$ cat config.mk
export PLATFORM = sky130hd
export DESIGN_NAME = cpop_ram
export DESIGN_NICKNAME = d
export VERILOG_FILES = /design/src/rtl/core/cpop_ram.sv
export SDC_FILE = /design/constraint.sdc
export NUM_CORES = 1
export LEC_CHECK = 0
export BUFFER_PORTS_ARGS = -buffer_cell sky130_fd_sc_hd__buf_2
export CAP_MARGIN = 20
export CORE_ASPECT_RATIO = 1.75
export CORE_MARGIN = 2
export CORE_UTILIZATION = 50
export DETAILED_ROUTE_END_ITERATION = 8
export GPL_ROUTABILITY_DRIVEN = 0
export GPL_TIMING_DRIVEN = 0
export PLACE_DENSITY_LB_ADDON = 0.2
export SLEW_MARGIN = 20
export SYNTH_ARGS = -nofsm -noshare
export SYNTH_HDL_FRONTEND = slang
export SYNTH_SLANG_ARGS = --single-unit
$ cat constraint.sdc
create_clock -name clk -period 4.8 [get_ports clk]
set_clock_uncertainty 0.2 [all_clocks]
set_input_delay 0 -clock clk [delete_from_list [all_inputs] [get_ports clk]]
set_output_delay 0 -clock clk [all_outputs]
set_load 0.02 [all_outputs]
$ cat src/rtl/core/cpop_ram.sv
// ----------------------------------------------------------------------------
// cpop_ram
// Generic simple dual-port RAM, one write and one registered read port.
// ----------------------------------------------------------------------------
module cpop_ram #(
	parameter int WIDTH = 32,
	parameter int DEPTH = 16
) (
	input  logic                     clk,
	input  logic                     we,
	input  logic [$clog2(DEPTH)-1:0] waddr,
	input  logic [WIDTH-1:0]         wdata,
	input  logic [$clog2(DEPTH)-1:0] raddr,
	output logic [WIDTH-1:0]         rdata
);
	logic [WIDTH-1:0] mem [DEPTH];

	always_ff @(posedge clk) begin
		if (we) begin
			mem[waddr] <= wdata;
		end
		rdata <= mem[raddr];
	end
endmodule

# After elaboration in Yosys (flattened, before gate mapping)
# Memory sizes are Yosys's and may differ from the RTL's. A register that Yosys moved wholly into a read port is not among the register bits.
# Cells that the tools add are included.
# totals
ff_bits	0
ram_bits	512
in_bits	42
out_inout_bits	32
word_cells	3
mem_count	1
# op_classes
n_mux	2
# memory_table
memory	words	word_bits	rd	rd_clocked_by_memory_dff	write_ports	line_no	text
mem	16	32	1	1	1	16	logic [WIDTH-1:0] mem [DEPTH];
# ops
op	n
2-to-1 mux 1 bit	2

# Longest topological paths before layout
# Gate-level depths: netlist of the first run.
# logic_depth
depth_word	2
mapped_depth	5
depth_no_buf	3

# Worst setup path before layout of the first run
# OpenSTA, ideal clock, no wires.
# synth_path
path_type	in2reg
startpoint	input port waddr[2]
endpoint	memory mem[0][0] (enable)
setup_time_ns	0.461
arrival_time_ns	2.718
required_time_ns	4.139
setup_slack_ns	1.420
path_stages	2
n_path_buf	0
cell_sequence	or3b_2 nor3_1
# synth_lines
element	line_no	text
from (decl)	11	input logic [$clog2(DEPTH)-1:0] waddr,
to (decl)	16	
# Straight into the memory's write port.

==> results of run 1 <==
per-stage QoR:
| stage | cells | total power, mW |
|---|---|---|
| 2_1_floorplan | 838 | 5.73 |
| 3_3_place_gp | 1399 | 5.93 |
| 6_report | 1567 | 9.74 |
| 5_1_grt | 1567 | 10.0 |
| 3_5_place_dp | 1435 | 5.97 |
| 4_1_cts | 1567 | 9.82 |
repair_timing:
action / CTS / global route
endpoints found under the hold margin: 641 / 0
gates resized for setup: 0 / 0
hold buffers: 44 / 0
metal layers:
metal,track usage,share of wire
met1,0.283,0.39
met2,0.370,0.53
met3,0.0262,0.053
met4,0.0668,0.026
met5,0,0
sequential cells by signal, summed over array words and instances, names as in the netlist:
| register | flops |
|---|---|
| rdata | 32 |
| mem | 512 |
power breakdown:
part	switching [mW]	internal [mW]
combinational	0.325	0.231
clock	1.65	2.19
sequential	0.0254	5.31
total	2.00	7.73
cells in the mapped netlist:
| library cell | instances | area [um^2] |
|---|---|---|
| nand2_1 | 33 | 124 |
| buf_4 | 11 | 82.6 |
| nand3b_1 | 2 | 15.0 |
| buf_2 | 4 | 20.0 |
| nand2b_1 | 2 | 12.5 |
| dfxtp_1 | 32 | 641 |
| nand3_1 | 1 | 5.00 |
| buf_6 | 2 | 22.5 |
| or3b_2 | 1 | 8.76 |
| mux4_2 | 128 | 2880 |
| edfxtp_1 | 512 | 15400 |
| nor3_1 | 4 | 20.0 |
| and2_1 | 1 | 6.26 |
| clkbuf_1 | 17 | 63.8 |
| nor2_1 | 13 | 48.8 |
| a22oi_1 | 64 | 480 |
| nor2b_1 | 2 | 12.5 |
| buf_1 | 9 | 33.8 |
critical path, stage by stage:
cell and delay, ns:
dlygate4sd3_1 0.56, buf_2 0.15, nor2_1 0.28, dlygate4sd3_1 0.67, a22oi_1 0.10, dlygate4sd3_1 0.56
nand2_1 0.07, dlygate4sd3_1 0.55
kinds of logic after synthesis:
kind of cell | Yosys count | synth area share
AOI/OAI and AO/OA | 64 | 0.0242
and+or+nand+nor | 59 | 0.0127
buffers and inverters | 43 | 0.0112
muxes | 128 | 0.145
DFF | 544 | 0.807
area by class of cell:
type / instances / area, um^2
timing repair buffer: 151 / 1420
clock inverter: 32 / 312
sequential: 544 / 16000
buffer: 43 / 223
multi-input combinational: 251 / 3730
fill: 2749 / 15600
clock buffer: 56 / 1250
tap: 490 / 613
worst max path at each step:
stage	start	to	slack, ns
4_1_cts	raddr[2]	rdata[31]$_DFF_P_	2.18
5_1_grt	raddr[2]	rdata[31]$_DFF_P_	2.09
3_5_place_dp	waddr[2]	mem[0][8]$_DFFE_PP_	2.43
2_1_floorplan	waddr[2]	mem[0][0]$_DFFE_PP_	1.42
6_report	raddr[2]	rdata[31]$_DFF_P_	2.15
3_3_place_gp	waddr[2]	mem[8][4]$_DFFE_PP_	-1.32
==> results.md, run 1 <==
* Hold endpoint: mem[0][22]$_DFFE_PP_
* Area Growth Syn to Fin at 18.7%
* Clock-pin slew on the worst setup and hold paths at 0.06 ns
* Share of layout cells above drive strength 1 at 0.317
* CTS tree: built
* Clock root cell: clkbuf_16
* Reg2reg setup slack at 2.29 ns
* Relative max-transition margin at 0.390
* Tmin final at 2.65 ns
* Vias per Instance at 5.98
* Setup Buffers After CTS at 0
* Worst EP required at 5.10 ns
* Floorplan die width at 155 um
* Initial antenna violation count at 0
* Nets@finish at 1081
* CP Capture Type: register
* Pwr per Cell Area at 413 nW/um^2
* Leak Pwr at 7.67 nW
* Vias at 9364
* Core footprint at 39200 um^2
* R2R Path End: rdata[31]$_DFF_P_
* Port bufs at 71
* Detailed Route WL at 42700 um
* Number of global-route vias before repair at 9841
* Num CTS Buffers at 48
* Post-synthesis sequential area ratio at 0.807
* Final Hold Vio Count at 0
* Arrival @ worst endpoint at 2.95 ns
* Worst r2r src: mem[2][31]$_DFFE_PP_
* Pin count of the biggest net entering global routing at 19
* GRT Residual Overflow at 0
* Tightest Pin Transition at 0.915 ns
* Synth cell types at 18
* Design area at 23600 um^2
* Maximum VDD drop at 0.332 mV
* Cell row count at 96
* Htree depth at 2
* Reg2Reg Depth at 5
* Worst hold start: we
* Synth Warn # at 0
* Iter 0 DRT Violations at 831
* Final Max Tran Viols at 0
* Worst-Skew Late Latency at 0.56 ns
* Fmax achieved at 377 MHz
* First-pass GRT wire length at 63100 um
* Cell area after synthesis at 19900 um^2
* Crit path kind: primary input to register
* Post-route antenna net violation count at 0
* Die Height at 268 um
* Placed Area at 21600 um^2
* Setup TNS at 0 ns
* CTS max path bufs at 3
* Final setup violation count at 0
* Outcome: finished, final reports clean
* Detailed Routing Iterations Pass 1 at 5
* Post-Syn Area per Cell at 23.7 um^2
* Clk sinks at 544
* Die Area at 41400 um^2
* Dpl ws at 2.43 ns
* Total GRT Usage at 0.213
* Critical Path Fanout Max at 4
* Startpoint Class: primary input
* Synthesized flop and latch total at 544
* Final HPWL DP at 27200 um
* Max-cap violations at 0
* Final period utilization at 0.553
* Most frequent cells in the layout: 512 x edfxtp_1, 128 x mux4_2, 75 x buf_2
* Final design utilization at 0.602
* # DRC at 0
* Initial Util at 0.507
* Worst min path class: primary input to register
* Post-Synthesis Cells at 838
* RSZ-0062 raised after global routing: no
* IO Pins at 74
* Antenna diodes at 0
* Hold WS at 0.0511 ns
* Most common cell after layout, fill and taps aside: edfxtp_1
* Per-cell routed wire length at 27.3 um
* Setup ws final at 2.15 ns
* Post-Syn Nets at 880
* Hold path depth at 3
(Power assumes the default switching activity.)
==> inputs of run 2 (changes only) <==
==> constraint.sdc (replaced) <==
create_clock -name clk -period 2.1 [get_ports clk]
set_clock_uncertainty 0.2 [all_clocks]
set_input_delay 0 -clock clk [delete_from_list [all_inputs] [get_ports clk]]
set_output_delay 0 -clock clk [all_outputs]
set_load 0.02 [all_outputs]
==> results.md, run 2 (synthesized netlist as in run 1, its figures left out) <==
* Port bufs at 71
* First-pass GRT wire length at 64800 um
* Area of the multi-input gates at 3750 um^2
* CP Capture Type: register
* Crit path kind: primary input to register
* Clk sinks at 544
* Worst hold start: waddr[2]
* Total GRT Usage at 0.219
* Worst setup startpoint: waddr[1]
* Setup ws final at 0.0334 ns
* Tightest Pin Transition at 0.964 ns
* Fmax achieved at 484 MHz
* # DRC at 0
* Vias at 9446
* Relative max-transition margin at 0.358
* Leak Pwr at 7.65 nW
* Maximum VDD drop at 0.638 mV
* Met1 Usage GRT at 0.279
* Clock-pin slew on the worst setup and hold paths at 0.07 ns
* Worst-Skew Late Latency at 0.56 ns
* GRT Residual Overflow at 0
* Net switching power at 4.58 mW
* Die Area at 41400 um^2
* Worst min path class: primary input to register
* Met2 usage at 0.388
* CTS tree: built
* Detailed Route WL at 43900 um
* Internal power at 17.5 mW
* Max-cap violations at 0
* Critical Path Fanout Max at 17
* Startpoint Class: primary input
* CTS max path bufs at 3
* Final Hold Vio Count at 0
* Iter 0 DRT Violations at 874
* RSZ-0062 raised after global routing: no
* Initial Util at 0.507
* Worst r2r src: mem[1][31]$_DFFE_PP_
* Design area at 23600 um^2
* IO Pins at 74
* Pwr per Cell Area at 936 nW/um^2
* Post-route antenna net violation count at 0
* Power, Total at 22.1 mW
* Dpl ws at -0.0416 ns
* Most common cell after layout, fill and taps aside: edfxtp_1
* Final Max Tran Viols at 0
* Top reg by flops: mem
* Most frequent cells in the layout: 512 x edfxtp_1, 128 x mux4_2, 75 x buf_2
* FF+latch area at 16000 um^2
* Floorplan die width at 155 um
* Num CTS Buffers at 47
* Share of layout cells above drive strength 1 at 0.318
* Nets@finish at 1078
* Clk pwr share at 0.390
* Placed Area at 21600 um^2
* Detailed Routing Iterations Pass 1 at 5
* Pin count of the biggest net entering global routing at 18
* Sequential Power Share at 0.552
* Arrival @ worst endpoint at 2.12 ns
* Filler Cell Count at 2758
* Htree depth at 2
* Gr busiest metal: met2
* Sw frac at 0.207
* Die Height at 268 um
* Final period utilization at 0.984
* Initial antenna violation count at 2
* Outcome: finished, final reports clean
* Core footprint at 39200 um^2
* Worst EP required at 2.15 ns
* Final setup violation count at 0
* Area Growth Syn to Fin at 18.9%
* Power share of the combinational group at 0.058
* Met3 Usage GRT at 0.0327
* Tmin final at 2.07 ns
* Final HPWL DP at 27500 um
* Top flop regs: mem: 512 flops, rdata: 32 flops
* Vias per Instance at 6.04
* Per-cell routed wire length at 28.1 um
* Final design utilization at 0.603
* Number of global-route vias before repair at 9935
* Max FFs per register at 512
* Cell row count at 96
* Clock root cell: clkbuf_16
[run 2: path summary, 6_finish.rpt]
path / end / slack (ns) / depth (start not counted)
min reg2reg: rdata[3]$_DFF_P_ / 0.47 / 3
max reg2reg: rdata[31]$_DFF_P_ / 0.11 / 4
max: mem[6][27]$_DFFE_PP_ / 0.03 / 5
min: mem[4][6]$_DFFE_PP_ / 0.05 / 3
[run 2: power groups by stage]
stage          registers, mW  logic [mW]  clock network [mW]
6_report                12.2        1.28                8.61
5_1_grt                 12.2        1.37                9.15
4_1_cts                 12.2        1.30                8.75
3_5_place_dp            12.4        1.23                   0
3_3_place_gp            12.4        1.15                   0
2_1_floorplan           12.5       0.588                   0
[run 2: stage by stage]
stage	std cells	setup TNS, ns	hold WS (ns)
global route	1563	0	0.0649
global placement	1399	-597.34	0.171
finish	1564	0	0.0480
CTS	1558	0	0.0206
detailed placement	1430	-0.261	0.177
floorplan	838	-48.86	-0.101
[run 2: layout make-up]
| cell class | count | area share |
|---|---|---|
| sequential | 544 | 0.679 |
| multi-input combinational | 251 | 0.159 |
| timing repair buffer | 149 | 0.0619 |
| clock buffer | 67 | 0.0569 |
| tap | 490 | 0.0260 |
| buffer | 43 | 0.00944 |
| clock inverter | 19 | 0.00801 |
| antenna | 1 | 0.000106 |
[run 2: layer usage]
layer  vias to the layer above  part of all wire
li1                       3965                 -
met1                      5054              0.38
met2                       328              0.53
met3                        97             0.056
met4                         2             0.031
met5                         -           0.00030
[run 2: timing repair]
item	in CTS	in global routing
hold buffers	42	0
setup endpoints to repair	0	33
resized for setup	0	1
hold endpoints to repair	667	0
setup buffers	0	5
[run 2: worst max-delay path, cell delays in order]
cell           delay [ns]
dlygate4sd3_1        0.57
buf_2                0.28
nand2b_1             0.32
nor2_4               0.65
buf_12               0.27
==> inputs of run 3 (changes only) <==
==> constraint.sdc (replaced) <==
create_clock -name clk -period 1.96 [get_ports clk]
set_clock_uncertainty 0.2 [all_clocks]
set_input_delay 0 -clock clk [delete_from_list [all_inputs] [get_ports clk]]
set_output_delay 0 -clock clk [all_outputs]
set_load 0.02 [all_outputs]
==> results.md, run 3 (synthesized netlist as in run 1, its figures left out) <==
* Outcome: finished, final reports clean
* Initial antenna violation count at 2
* Final Hold Vio Count at 0
* Reg2Reg Depth at 3
* Fmax achieved at 522 MHz
* Share of layout cells above drive strength 1 at 0.320
* Pin count of the biggest net entering global routing at 19
* GRT Residual Overflow at 0
* Post-route antenna net violation count at 0
* Final HPWL DP at 27600 um
* Antenna diodes at 0
* Startpoint Class: primary input
* Worst EP required at 2.02 ns
* Top reg by flops: mem
* CP peak stage delay at 0.72 ns
* Die Height at 268 um
* Maximum VDD drop at 0.597 mV
* Final Max Tran Viols at 0
* Most frequent cells in the layout: 512 x edfxtp_1, 128 x mux4_2, 75 x buf_2
* Final period utilization at 0.977
* Non-filler instance count after layout at 1556
* Nets@finish at 1071
* Hold WS at 0.0309 ns
* Area Growth Syn to Fin at 19.3%
* CTS tree: built
* Arrival @ worst endpoint at 1.97 ns
* IO Pins at 74
* Detailed Routing Iterations Pass 1 at 5
* Vias at 9313
* CTS max path bufs at 3
* Initial Util at 0.507
* Pwr per Cell Area at 1020 nW/um^2
* Relative max-transition margin at 0.350
* Final design utilization at 0.605
* Max-cap violations at 0
* Top flop regs: mem: 512 flops, rdata: 32 flops
* Port bufs at 71
* Htree depth at 2
* Iter 0 DRT Violations at 890
* Num CTS Buffers at 46
* Setup ws final at 0.0447 ns
* Worst min path class: primary input to register
* CP Capture Type: register
* Worst-Skew Late Latency at 0.56 ns
* Die Area at 41400 um^2
* Tmin final at 1.92 ns
* Cell row count at 96
* Leak Pwr at 7.71 nW
* Tightest Pin Transition at 0.976 ns
* Floorplan die width at 155 um
* Setup TNS at 0 ns
* Area of the multi-input gates at 3750 um^2
* Total GRT Usage at 0.217
* Crit-path slowest cell: dlygate4sd3_1
* First-pass GRT wire length at 63600 um
* DP Cell Count at 1431
* Core footprint at 39200 um^2
* Vias per Instance at 5.99
* # DRC at 0
* RSZ-0062 raised after global routing: no
* Dpl ws at -0.386 ns
* CP Cell Sequence: buf_2 > dlygate4sd3_1 > nor3_4 > buf_16 > buf_8
* Per-cell routed wire length at 27.8 um
* Clock root cell: clkbuf_16
* FF+latch area at 16000 um^2
* Detailed Route WL at 43300 um
* Crit path kind: primary input to register
* Clk sinks at 544
* Number of global-route vias before repair at 9871
* Hold path depth at 3
* Final setup violation count at 0
* Critical Path Fanout Max at 12
* Clock-pin slew on the worst setup and hold paths at 0.07 ns
* Filler Cell Count at 2734
* Most common cell after layout, fill and taps aside: edfxtp_1
* Max FFs per register at 512
-- run 3: cell count changes in the layout (fill, tap and decap cells not counted), sizes merged --
| cell | delta |
|---|---|
| clkbuf | -4 |
| diode | -1 |
| clkinvlp | -2 |
| bufinv | +6 |
| clkinv | -1 |
| dlygate4sd3 | -2 |
| buf | -4 |
-- run 3: critical path: cells and delay by family --
family	cells	cell delay [ns]
buffers and inverters	4	1.26
and+or+nand+nor	1	0.69
-- run 3: area by class of cell --
cell class,count,share of cell area
buffer,43,0.00950
clock buffer,63,0.0547
clock inverter,22,0.0148
multi-input combinational,251,0.158
sequential,544,0.676
tap,490,0.0259
timing repair buffer,143,0.0609
-- run 3: per-layer routing --
metal  track usage  wire length, um  vias up
met2         0.388            23300      321
met4        0.0826             1520        4
met5             0               26        -
li1              -                -     3951
met1         0.266            16200     4942
met3        0.0335             2260       95
-- run 3: stage by stage --
| step | power (mW) | instance area (um^2) |
|---|---|---|
| 2_1_floorplan | 14.0 | 19900 |
| 3_3_place_gp | 14.5 | 20900 |
| 3_5_place_dp | 14.6 | 21600 |
| 4_1_cts | 24.5 | 23700 |
| 5_1_grt | 24.9 | 23700 |
| 6_report | 24.2 | 23700 |
-- run 3: worst paths after layout --
kind	slack [ns]	startpoint	endpoint
worst min register to register	0.48	mem[7][6]$_DFFE_PP_	rdata[6]$_DFF_P_
worst max-delay path	0.04	waddr[0]	mem[0][28]$_DFFE_PP_
worst max register to register	0.39	mem[2][28]$_DFFE_PP_	rdata[28]$_DFF_P_
worst min-delay path	0.03	waddr[3]	mem[2][7]$_DFFE_PP_
-- run 3: power breakdown --
group / total [mW] / switching [mW] / internal [mW]
clock network: 9.83 / 3.99 / 5.84
logic: 1.36 / 0.803 / 0.561
registers: 13.1 / 0.0624 / 13.0
total: 24.2 / 4.85 / 19.4
-- run 3: repair_timing --
action | CTS | global route
gates resized for setup | 0 | 6
endpoints found under the hold margin | 617 | 0
hold buffers | 40 | 0
endpoints found under the setup margin | 0 | 3
buffers inserted | 0 | 0
